$ cat src/hw/rtl/awslm_pkg.sv
// package: shared types, coefficients and constants of the sound level meter
`default_nettype none
package awslm_pkg;

  localparam int unsigned FrameW  = 32;
  localparam int unsigned OffsetW = 14;
  localparam int unsigned LevelW  = 16;
  localparam int unsigned CountW  = 17;
  localparam int unsigned AccW    = 64;
  localparam int unsigned StateW  = 32;

  // stage 1 and 2 coefficients, Q2.22
  localparam logic signed [23:0] B10 = 24'sd2002052;
  localparam logic signed [23:0] B11 = 24'sd1941726;
  localparam logic signed [23:0] B12 = 24'sd470802;
  localparam logic signed [23:0] A10 = 24'sd280261;
  localparam logic signed [23:0] A11 = 24'sd4678;
  localparam logic signed [23:0] B20 = 24'sd4194304;
  localparam logic signed [23:0] B21 = -24'sd8342719;
  localparam logic signed [23:0] B22 = 24'sd4148541;
  localparam logic signed [23:0] A20 = -24'sd8378346;
  localparam logic signed [23:0] A21 = 24'sd4184048;

  localparam logic [17:0] K10 = 18'd197283;
  localparam logic [18:0] K20 = 19'd394566;
  localparam logic [6:0]  MeanFloor = 7'd110;
  localparam logic signed [18:0] DbLow  = 19'sd5120;
  localparam logic signed [18:0] DbHigh = 19'sd33280;
  localparam logic signed [18:0] DbBase = 19'sd30720;

  // datapath operations
  typedef enum logic [3:0] {
    OP_NONE, OP_LOAD, OP_MAC_FB0, OP_MAC_FB1, OP_W, OP_MAC_FF0, OP_MAC_FF1,
    OP_MAC_FF2, OP_Y, OP_ACC, OP_DIV, OP_LOG_INIT, OP_LOG_STEP, OP_LOG_DONE,
    OP_CLEAR
  } op_e;

  typedef struct packed {
    op_e        op;
    logic       stage;
    logic       sel_peak;
  } cmd_t;

  typedef struct packed {
    logic div_done;
    logic log_done;
  } sts_t;

endpackage
`default_nettype wire

$ cat src/hw/rtl/awslm_ctrl.sv
// controller: sequences filter and accumulate per beat, divide and log at window end
`default_nettype none
module awslm_ctrl (
  input  wire              clk_i,
  input  wire              rst_ni,
  input  wire              in_valid_i,
  input  wire              in_end_i,
  output logic             in_ready_o,
  output logic             out_valid_o,
  input  wire              out_ready_i,
  output awslm_pkg::cmd_t  cmd_o,
  input  awslm_pkg::sts_t  sts_i
);
  localparam logic [3:0] S_IDLE = 4'd0, S_FB0 = 4'd1, S_FB1 = 4'd2, S_W = 4'd3,
    S_FF0 = 4'd4, S_FF1 = 4'd5, S_FF2 = 4'd6, S_Y = 4'd7, S_ACC = 4'd8,
    S_DIV = 4'd9, S_LINIT = 4'd10, S_LSTEP = 4'd11, S_LDONE = 4'd12,
    S_OUT = 4'd13;

  logic [3:0] state_q, state_d;
  logic       stage_q, stage_d, end_q, end_d, pk_q, pk_d;

  assign in_ready_o  = (state_q == S_IDLE);
  assign out_valid_o = (state_q == S_OUT);

  always_comb begin
    state_d = state_q;
    stage_d = stage_q;
    end_d   = end_q;
    pk_d    = pk_q;
    cmd_o.op       = awslm_pkg::OP_NONE;
    cmd_o.stage    = stage_q;
    cmd_o.sel_peak = pk_q;
    case (state_q)
      S_IDLE: if (in_valid_i) begin
        cmd_o.op = awslm_pkg::OP_LOAD;
        end_d = in_end_i;
        stage_d = 1'b0;
        state_d = S_FB0;
      end
      S_FB0: begin cmd_o.op = awslm_pkg::OP_MAC_FB0; state_d = S_FB1; end
      S_FB1: begin cmd_o.op = awslm_pkg::OP_MAC_FB1; state_d = S_W; end
      S_W:   begin cmd_o.op = awslm_pkg::OP_W; state_d = S_FF0; end
      S_FF0: begin cmd_o.op = awslm_pkg::OP_MAC_FF0; state_d = S_FF1; end
      S_FF1: begin cmd_o.op = awslm_pkg::OP_MAC_FF1; state_d = S_FF2; end
      S_FF2: begin cmd_o.op = awslm_pkg::OP_MAC_FF2; state_d = S_Y; end
      S_Y: begin
        cmd_o.op = awslm_pkg::OP_Y;
        stage_d = 1'b1;
        state_d = stage_q ? S_ACC : S_FB0;
      end
      S_ACC: begin
        cmd_o.op = awslm_pkg::OP_ACC;
        pk_d = 1'b0;
        state_d = end_q ? S_DIV : S_IDLE;
      end
      S_DIV: begin
        cmd_o.op = awslm_pkg::OP_DIV;
        if (sts_i.div_done) state_d = S_LINIT;
      end
      S_LINIT: begin cmd_o.op = awslm_pkg::OP_LOG_INIT; state_d = S_LSTEP; end
      S_LSTEP: begin
        cmd_o.op = awslm_pkg::OP_LOG_STEP;
        if (sts_i.log_done) state_d = S_LDONE;
      end
      S_LDONE: begin
        cmd_o.op = awslm_pkg::OP_LOG_DONE;
        pk_d = 1'b1;
        state_d = pk_q ? S_OUT : S_LINIT;
      end
      S_OUT: if (out_ready_i) begin
        cmd_o.op = awslm_pkg::OP_CLEAR;
        state_d = S_IDLE;
      end
      default: state_d = S_IDLE;
    endcase
  end

  always_ff @(posedge clk_i or negedge rst_ni) begin
    if (!rst_ni) begin
      state_q <= S_IDLE;
      stage_q <= 1'b0;
      end_q   <= 1'b0;
      pk_q    <= 1'b0;
    end else begin
      state_q <= state_d;
      stage_q <= stage_d;
      end_q   <= end_d;
      pk_q    <= pk_d;
    end
  end

  a_excl: assert property (@(posedge clk_i) disable iff (!rst_ni)
    !(in_ready_o && out_valid_o)) else $error("ready and valid together");
  a_out_hold: assert property (@(posedge clk_i) disable iff (!rst_ni)
    out_valid_o && !out_ready_i |=> out_valid_o) else $error("result dropped");
  a_div: assert property (@(posedge clk_i) disable iff (!rst_ni)
    state_q == S_ACC && end_q |=> state_q == S_DIV) else $error("no divide");
endmodule
`default_nettype wire

$ cat config.mk
export PLATFORM = sky130hd
export DESIGN_NAME = awslm_ctrl
export DESIGN_NICKNAME = d
export VERILOG_FILES = /design/src/hw/rtl/awslm_pkg.sv /design/src/hw/rtl/awslm_ctrl.sv
export SDC_FILE = /design/constraint.sdc
export NUM_CORES = 1
export LEC_CHECK = 0
export ABC_CLOCK_PERIOD_IN_PS = 1590
export BUFFER_PORTS_ARGS = -buffer_cell sky130_fd_sc_hd__buf_2
export CAP_MARGIN = 20
export CORE_AREA = 3 3 40 42
export DETAILED_ROUTE_END_ITERATION = 12
export DIE_AREA = 0 0 43 45
export PLACE_DENSITY = 0.69
export SETUP_SLACK_MARGIN = 0.5
export SKIP_CTS_REPAIR_TIMING = 1
export SLEW_MARGIN = 20
export SYNTH_ARGS = -nofsm -noshare
export SYNTH_HDL_FRONTEND = slang
export SYNTH_SLANG_ARGS = --single-unit
$ cat constraint.sdc
create_clock -name clk_i -period 1.59 [get_ports clk_i]
set_input_delay 0.318 -clock clk_i [delete_from_list [all_inputs] [get_ports clk_i]]
set_output_delay 0.318 -clock clk_i [all_outputs]
set_load 0.01 [all_outputs]
# == After elaboration in Yosys (flattened, before gate mapping) ==
# Index checks and enable logic that the tools add are counted.
# totals
regBits,7
inputBits,7
out_inout_bits,8
word_cells,41
# classes
eq_ne,17
n_mux,14
reduce_logical,6
# ops
op,count
$pmux W4 S14,2
$mux W4,7
$eq A4 B4 Y1 const B,6
$eq A4 B3 Y1 const B,4
$eq A4 B2 Y1 const B,2
$ne A2 B2 Y1 const B,3
$eq A4 B1 Y1 const B,1
$logic_not A4 Y1,1
$pmux W1 S2,2
$reduce_and A2 Y1,2
$reduce_and A4 Y1,1
$reduce_bool A2 Y1,2
$mux W3,1
$mux W1,2
$ne A2 B1 Y1 const B,1

# == Depth between registers and ports, before layout ==
# Gate-level depths: netlist (run 1).
# logic_depth
depth_word,3
mapped_depth,6
mapped_depth_nobuf,4

# == Least setup slack after synthesis (run 1) ==
# OpenSTA, ideal clock, no wires.
# synth_path
path_type,register to output
startpoint,reg state_q[3]
endpoint,out cmd_o[2] (netlist name)
arrival_ns,1.234
required_time_ns,1.272
setup_slack_ns,0.038
path_stages_with_launch,5
path_buffers,2
cell_sequence,dfrtp_1 > buf_2 > buf_1 > nor4_1 > a311oi_1
# synth_rtl
item,line,source
start: declaration,awslm_ctrl.sv:19,"logic [3:0] state_q, state_d;"
start signal: assignment,awslm_ctrl.sv:85,state_q <= state_d;
end: declaration,awslm_ctrl.sv:11,"output awslm_pkg::cmd_t cmd_o,"

# == Worst setup path in the final report (run 1) ==
# layout_path
startpoint,reg state_q[0]
endpoint,out in_ready_o
# layout_via
elab_chain_len,1
# layout_rtl
item,line,source
$logic_not A4 Y1,awslm_ctrl.sv:22,assign in_ready_o = (state_q == S_IDLE);
end: declaration,awslm_ctrl.sv:8,"output logic in_ready_o,"
# No other way between the ends.

==> results of run 1 <==
==> metal layers <==
| layer | GRT usage, % | vias up | wire length [microns] |
|---|---|---|---|
| met2 | 27.54 | 40 | 1163 |
| met3 | 7.171 | 6 | 131 |
| met4 | 10.24 | 0 | 75 |
| met1 | 23.08 | 363 | 1095 |
| li1 | - | 364 | - |
| met5 | 0 | - | 0 |
==> flip-flops by register name, summed over array words and instances (netlist names) <==
name / count
end_q: 1
stage_q: 1
state_q: 4
pk_q: 1
==> power by group <==
part	leakage (nW)	switching, W	internal [W]
clock network	0.0150	0.0000800	0.0000967
registers	0.0839	0.000135	0.000266
logic	0.417	0.000819	0.00101
==> synthesized netlist by cell type (3+ instances only) <==
library cell / count / area, sq um
sky130_fd_sc_hd__a21oi_1: 5 / 25.02
sky130_fd_sc_hd__buf_2: 3 / 15.01
sky130_fd_sc_hd__dfrtp_1: 7 / 175.2
sky130_fd_sc_hd__mux2i_1: 4 / 40.04
sky130_fd_sc_hd__nand2_1: 6 / 22.52
sky130_fd_sc_hd__nor2_1: 10 / 37.54
sky130_fd_sc_hd__o21ai_0: 5 / 25.02
==> worst min-delay path by stage <==
stage                                  end  slack (ns)  cells after the start
floorplan                end_q$_DFFE_PN0P_        0.02                      0
global placement         end_q$_DFFE_PN0P_        0.15                      1
detailed placement     stage_q$_DFFE_PN0P_        0.15                      1
CTS                 state_q[1]$_DFFE_PN0P_       -0.12                      1
global route        state_q[1]$_DFFE_PN0P_        0.24                      2
finish              state_q[1]$_DFFE_PN0P_        0.25                      2
==> kinds of logic after synthesis <==
family | Yosys count
and+or+nand+nor | 32
AOI/OAI and AO/OA | 23
buffers and inverters | 10
DFF | 7
muxes | 5
==> area by class of cell <==
type                       count  area [sq um]  share of cell area [%]
clock buffer                   4         26.28                   2.349
multi-input combinational     60         498.0                   44.52
tap                           15         18.77                   1.678
sequential                     7         180.2                   16.11
inverter                       1         3.754                  0.3356
timing repair buffer          47         391.6                   35.01
==> cells in the final DEF, fill, tap and decap left out, types with 2 or more instances in the layout <==
cell type                    n
sky130_fd_sc_hd__buf_2      15
sky130_fd_sc_hd__o21ai_1     2
sky130_fd_sc_hd__buf_6       5
sky130_fd_sc_hd__clkbuf_16   2
sky130_fd_sc_hd__o21ai_0     3
sky130_fd_sc_hd__nor2_2      2
sky130_fd_sc_hd__clkbuf_4    3
sky130_fd_sc_hd__nand2_2     3
sky130_fd_sc_hd__buf_4      22
sky130_fd_sc_hd__o22ai_2     2
sky130_fd_sc_hd__nand3b_1    2
sky130_fd_sc_hd__o21ai_2     2
sky130_fd_sc_hd__dfrtp_1     3
sky130_fd_sc_hd__nor3b_1     2
sky130_fd_sc_hd__a21oi_1     3
sky130_fd_sc_hd__nor2_1      8
sky130_fd_sc_hd__nand2_1     3
sky130_fd_sc_hd__mux2i_1     4
sky130_fd_sc_hd__o21a_1      2
sky130_fd_sc_hd__dfrtp_2     4
==> critical path, cell delays in order (launching register included) <==
cell                      delay [ns]
sky130_fd_sc_hd__dfrtp_2        0.45
sky130_fd_sc_hd__buf_12         0.15
sky130_fd_sc_hd__or2_4          0.25
sky130_fd_sc_hd__nor3_4         0.13
sky130_fd_sc_hd__buf_2          0.16
==> through the flow <==
stage	std cells	TNS [ns]	power, W	cell area (sq um)	util (%)
after global placement	106	0	0.001540	799.5	62.22
after global routing	134	-1.318	0.002538	1119	87.05
after floorplan	77	0	0.001333	723.2	-
after detailed placement	106	0	0.001557	799.5	62.22
final	134	-0.7584	0.002409	1119	87.05
after CTS	110	-0.9737	0.001723	825.8	64.26
==> results.txt, run 1 <==
The run finished, with violations left. The final reports fail on negative setup slack. 15 I/O pins were placed. The adder-cell area share of the yosys netlist came out at 0%. Detailed routing inserted a total of 773 vias. Derived from the worst setup path, the maximum achievable clock frequency is 578.5 MHz. The number of global-route vias before repair came out at 579. The most used flip-flop cell after synthesis is sky130_fd_sc_hd__dfrtp_1. The half-perimeter wire length after detailed placement is 1139 microns. The part of the cycle the worst path needs is 108.7%. The share of flip-flops with an asynchronous set or reset is 100.0%. The synthesized netlist devotes 25.05% of its cell area to compound gates. The post-layout worst setup margin came out at -0.1385 ns. The number of enable-type register cells in the synthesized netlist came out at 0. The mean routed wirelength per cell came out at 18.40 microns.

The number of vias per cell came out at 5.769. The path type of the worst setup path is flip-flop to primary output. The placement-stage worst setup slack is 0.04291 ns. Synthesis inferred 7 register bits. The final weighted congestion in routability-driven placement came out at 0.8162. The share of post-route cells with drive strength above 1 is 64.71%. The floorplan step defined a core boundary enclosing 1285 sq um.

The actual slew at the worst max-slew pin is 0.2737 ns. The final critical-path required period is 1.729 ns. The worst setup path startpoint is state_q[0]$_DFFE_PN0P_. CTS built an H-tree with a depth of 1. Setup repair after global routing could not meet its margin everywhere. The startpoint identified for the worst register-to-register timing path is state_q[1]$_DFFE_PN0P_.

The count of synthesis-stage warnings from yosys is 0. The startpoint identified for the worst hold timing path is sts_i[0]. Across all hold checks on the routed design, the worst slack comes to 0.2537 ns. The proportion of synthesized chip area in sequential cells came out at 27.61%. The reported leakage power is 0.5156 nW. The cell at the root of the clock tree is sky130_fd_sc_hd__clkbuf_4. The endpoint identified for the worst register-to-register timing path is state_q[0]$_DFFE_PN0P_.

The clock buffer count from CTS is 3. After synthesis, the share of cell area in mux cells is 8.087%. The detailed router finished its first iteration with 24 violations. The number of antenna violations at the first check in global routing came out at 0. The first-pass GRT wire length came out at 2601 microns. In the final design database the tool counted 127 nets. The most critical setup path has its endpoint at in_ready_o. The clock sink count came out at 7.

The antenna violation net count after detailed routing is 0. For this configuration, the core starts out at a cell density of 49.37%. The distinct cell type count of the synthesized netlist came out at 37.

The endpoint class of the critical path is a primary output. Entering global routing, the biggest net connects 15 pins. STA puts the critical path data required time at 1.27 ns.

TritonCTS built the clock tree. The floorplan has 13 rows. The worst pin sits at a relative slew slack of 81.71%. The clock input transition at the sequential cells of the worst setup and hold paths is 0.05 ns. The count of final max-slew check failures came out at 0. Summing the areas of all xor and xnor instances in the mapped netlist gives 0% of the synthesized area. After synthesis, the largest family of logic cells by area is simple AND/OR/NAND/NOR gates. The number of nets produced by synthesis came out at 84. The count of endpoints failing setup in the final report came out at 9. The hold violation count in the final report came out at 0. The count of maximum capacitance violations is 0. The number of buffers on the longest clock path is 2. The simple-gate share of the synthesized area is 30.37%. In this run the power density over the cells is 2154 nW/um^2. In this run the worst path has a maximum fanout of 6.

The register-to-register setup slack came out at -0.09 ns. The remaining global-route overflow came out at 0. The all-layer global routing usage is 18.50%. At the worst endpoint, the arrival time is 1.41 ns. The path class of the tightest hold or removal check is input port to flip-flop. The filler cell count in the final layout is 76.

The width of the die came out at 43 microns. The worst setup path is launched from a flip-flop. The count of buffers added on input and output ports is 14. The vertical extent of the die is 45 microns.

The post-route DRC violation count is 0. The full die area is 1935 sq um. The diode insertion count for antenna repair is 0. The first detailed-routing pass took 4 iterations. The synthesized cell area is 634.4 sq um. The layout overhead on the synthesized area is 76.33%. A synthesized cell averages 8.238 sq um. The worst-case vdd ir drop is 1.325 mV. For this block, the routed nets add up to 2466 microns of wire. Measured in cells, the most critical reg-to-reg path has a length of 6. Synthesis produced a netlist whose cell count is 77. The clock latency on the worst-skew pair came out at 0.27 ns. The worst setup skew after layout came out at 0.002592 ns.
Note: power is estimated with default switching activity, not from simulation.
==> run 2, diff against run 1 <==
--- a/config.mk
+++ b/config.mk
@@ -7,2 +7,3 @@
 export LEC_CHECK = 0
+export ABC_AREA = 1
 export ABC_CLOCK_PERIOD_IN_PS = 1590
@@ -13,3 +14,3 @@
 export DIE_AREA = 0 0 43 45
-export PLACE_DENSITY = 0.69
+export PLACE_DENSITY = 0.61
 export SETUP_SLACK_MARGIN = 0.5
==> constraint.sdc (replaced) <==
create_clock -name clk_i -period 1.59 [get_ports clk_i]
set_input_delay 0.159 -clock clk_i [delete_from_list [all_inputs] [get_ports clk_i]]
set_output_delay 0.159 -clock clk_i [all_outputs]
set_load 0.01 [all_outputs]
==> results.txt, run 2 <==
The clock latency on the worst-skew pair came out at 0.27 ns. The hold violation count in the final report is 0. The final weighted congestion in routability-driven placement came out at 0.8799.

The worst endpoint data arrival time is 1.40 ns. Yosys attributes the largest share of cell area to sky130_fd_sc_hd__dfrtp_1 (33%), sky130_fd_sc_hd__nand2_1 (22%), sky130_fd_sc_hd__nand3_1 (10%). The flip-flop count of the largest register after layout came out at 4.

Setup repair after global routing could not meet its margin everywhere. The destination of the worst hold path is end_q$_DFFE_PN0P_. The layout overhead on the synthesized area came out at 73.30%. The total of buffers placed on input and output ports came out at 14. The detailed-route wire length came out at 2100 microns. In the routed layout, each cell is associated on average with a via count of 5.411. For this run, global-route usage on met1 was measured as 23.28%. The worst hold-check path type is input port to flip-flop. The area of the core region came out at 1285 sq um. Clock tree synthesis selected as its root buffer the cell sky130_fd_sc_hd__clkbuf_4. The largest register by flop count is state_q.

Clock tree synthesis inserted a total of 3 buffers. The antenna violation net count after detailed routing came out at 0. The final critical-path required period came out at 1.562 ns. For this run, the leading register cell type out of synthesis is sky130_fd_sc_hd__dfrtp_1. The number of nets produced by synthesis came out at 97. The count of final max-slew check failures came to 0.

TritonCTS built the clock tree. The number of antenna violations at the first check in global routing was 0. Leaving out fill and tap cells, the most frequent cell in the layout is sky130_fd_sc_hd__nand2_1. The clock arrives with 0.001546 ns of skew. Once routing completed, OpenROAD measured the worst setup slack at 0.02757 ns.

The met2 track demand over resource in global routing is 28.44%. Counting cells, the worst reg-to-reg path comes to 7. After synthesis, the most frequently instantiated cells are sky130_fd_sc_hd__nand2_1 (32), sky130_fd_sc_hd__inv_1 (13), sky130_fd_sc_hd__nand3_1 (11). For this run, the top clock speed supported by timing is 640.0 MHz. The first-iteration detailed-routing DRC count is 33. STA classifies the critical path startpoint as a flip-flop. The count of maximum capacitance violations came out at 0.

The placement-stage worst setup slack is 0.2237 ns. The register-to-register setup slack came out at 0.17 ns. The first-pass GRT wire length came out at 2573 microns. The effective utilization at floorplan came out at 41.58%. The analysis attributes to cell leakage a power of 0.5296 nW. The worst-case vdd ir drop came out at 1.079 mV. From left edge to right edge, the die measures 43 microns.

Setup violations remaining at the end of the flow were counted as 0. The number of core rows is 13. The number of enable-type register cells in the synthesized netlist came out at 0. The synthesized area per cell is 5.936 sq um.

Pin placement for this block handled 15 I/O pins. After synthesis, the netlist uses 13 different library cells. The remaining global-route overflow is 0. The global-route track usage on met3 came out at 3.984%. The sum of negative setup slack is 0 ns.

The synthesized cell area is 534.3 sq um. The half-perimeter wire length after detailed placement came out at 1250 microns. The largest fanout on the critical path came out at 5. The pin count of the biggest net entering global routing came out at 8. The number of levels the H-tree was split into is 1.

The worst relative slew slack came out at 78.46%. The repair_antennas step left the layout with diodes totalling 0. The iteration count of the initial detailed-routing pass is 4. The final layout net count is 134. The largest total area in the synthesized netlist belongs to sky130_fd_sc_hd__dfrtp_1. The clock sink count is 7. The total power divided by cell area came out at 2055 nW/um^2.

The startpoint of the most critical register-to-register path is state_q[0]$_DFFE_PN0P_. The startpoint identified for the worst hold timing path is in_end_i. The proportion of netlist area held by the largest area contributor is 32.79%.

The die is 45 microns tall. The number of instances in the synthesized netlist came out at 90. The longest clock path from root to sink contains 2 buffers. The endpoint identified for the worst register-to-register timing path is state_q[2]$_DFFE_PN0P_. The actual slew at the worst max-slew pin came out at 0.3219 ns. The share of post-route cells with drive strength above 1 came out at 52.38%.

The flow ran to the end, and the final reports show no timing, DRC or antenna violations. The count of synthesis-stage warnings from yosys came out at 0. The all-layer global routing usage came out at 18.26%. The worst path uses 98.27% of the clock period.

The die covers 1935 sq um. Data on the critical path is required at its endpoint by 1.43 ns. met2 is the most crowded layer.

The post-route DRC violation count is 0. The number of global-route vias before repair came out at 592. The clock input transition at the sequential cells of the worst setup and hold paths is 0.06 ns. The share of flip-flops with an asynchronous set or reset came out at 100.0%. Dividing the detail-routed wire length by the instance count gives 14.89 microns. The proportion of synthesized chip area in sequential cells is 32.79%.

Counting instances, the worst hold path has a depth of 3. Leaving out fill and tap cells, the most frequent cells in the layout are sky130_fd_sc_hd__nand2_1 (22), sky130_fd_sc_hd__buf_4 (15), sky130_fd_sc_hd__buf_2 (12). The number of flip-flops and latches in the synthesized netlist is 7. The endpoint class of the critical path is a primary output. The total number of vias is 763. The path type of the worst setup path is flip-flop to primary output. The most frequent cell after synthesis is sky130_fd_sc_hd__nand2_1.
[run 2: cell types whose count changed after synthesis, sizes merged, moves of 3 or more]
| cell | before | now |
|---|---|---|
| nand2 | 6 | 32 |
| a21oi | 5 | 2 |
| buf | 7 | 2 |
| nand3 | 0 | 11 |
| mux2i | 4 | 0 |
| inv | 1 | 13 |
[run 2: routing by layer]
metal	wire, microns	vias up
met5	0	-
met4	53	0
met3	113	8
met2	1075	28
met1	857	370
li1	-	357
[run 2: layout make-up]
type / count / area (sq um)
Sequential cell: 7 / 180.2
Inverter: 13 / 51.30
Tap cell: 15 / 18.77
Clock buffer: 4 / 26.28
Timing Repair Buffer: 34 / 259.0
Fill cell: 109 / 359.1
Multi-Input combinational cell: 68 / 390.4
[run 2: cells by family after synthesis]
logic type	share of synthesized area, %
compound gates	10.77
flops	32.79
buf+inv	11.94
simple gates	44.50
[run 2: power breakdown]
group	internal, W	switching (W)
Sequential	0.000269	0.000169
Clock	0.0000968	0.0000815
Combinational	0.000592	0.000694
Total	0.000958	0.000945
[run 2: worst max-delay path: stages (launching register included)]
cell and delay [ns]:
sky130_fd_sc_hd__dfrtp_2 0.47, sky130_fd_sc_hd__buf_12 0.15, sky130_fd_sc_hd__nor2_4 0.13, sky130_fd_sc_hd__nand2_2 0.08, sky130_fd_sc_hd__nand2_2 0.07, sky130_fd_sc_hd__a21oi_2 0.04, sky130_fd_sc_hd__nand2_1 0.06, sky130_fd_sc_hd__buf_2 0.12
[run 2: worst max path at each step]
stage | start | end | slack, ns | cells past startpoint
detailed placement | state_q[3]$_DFFE_PN0P_ | cmd_o[4] | 0.22 | 7
global placement | state_q[3]$_DFFE_PN0P_ | cmd_o[5] | 0.20 | 7
CTS | state_q[3]$_DFFE_PN0P_ | cmd_o[4] | -0.07 | 7
global route | state_q[2]$_DFFE_PN0P_ | cmd_o[5] | -0.05 | 7
floorplan | state_q[3]$_DFFE_PN0P_ | cmd_o[2] | 0.42 | 5
finish | state_q[2]$_DFFE_PN0P_ | cmd_o[5] | 0.03 | 7
[run 2: metrics by stage]
step	util (%)	instance area (sq um)	power (W)	cells	hold WS, ns
after floorplan	-	573.1	0.0009707	90	-0.1366
after global placement	50.34	646.9	0.001198	117	0.005346
after detailed placement	50.34	646.9	0.001205	117	0.01406
after CTS	52.39	673.1	0.001387	121	-0.2669
after global routing	72.05	925.9	0.002034	141	0.1329
final	72.05	925.9	0.001902	141	0.1307
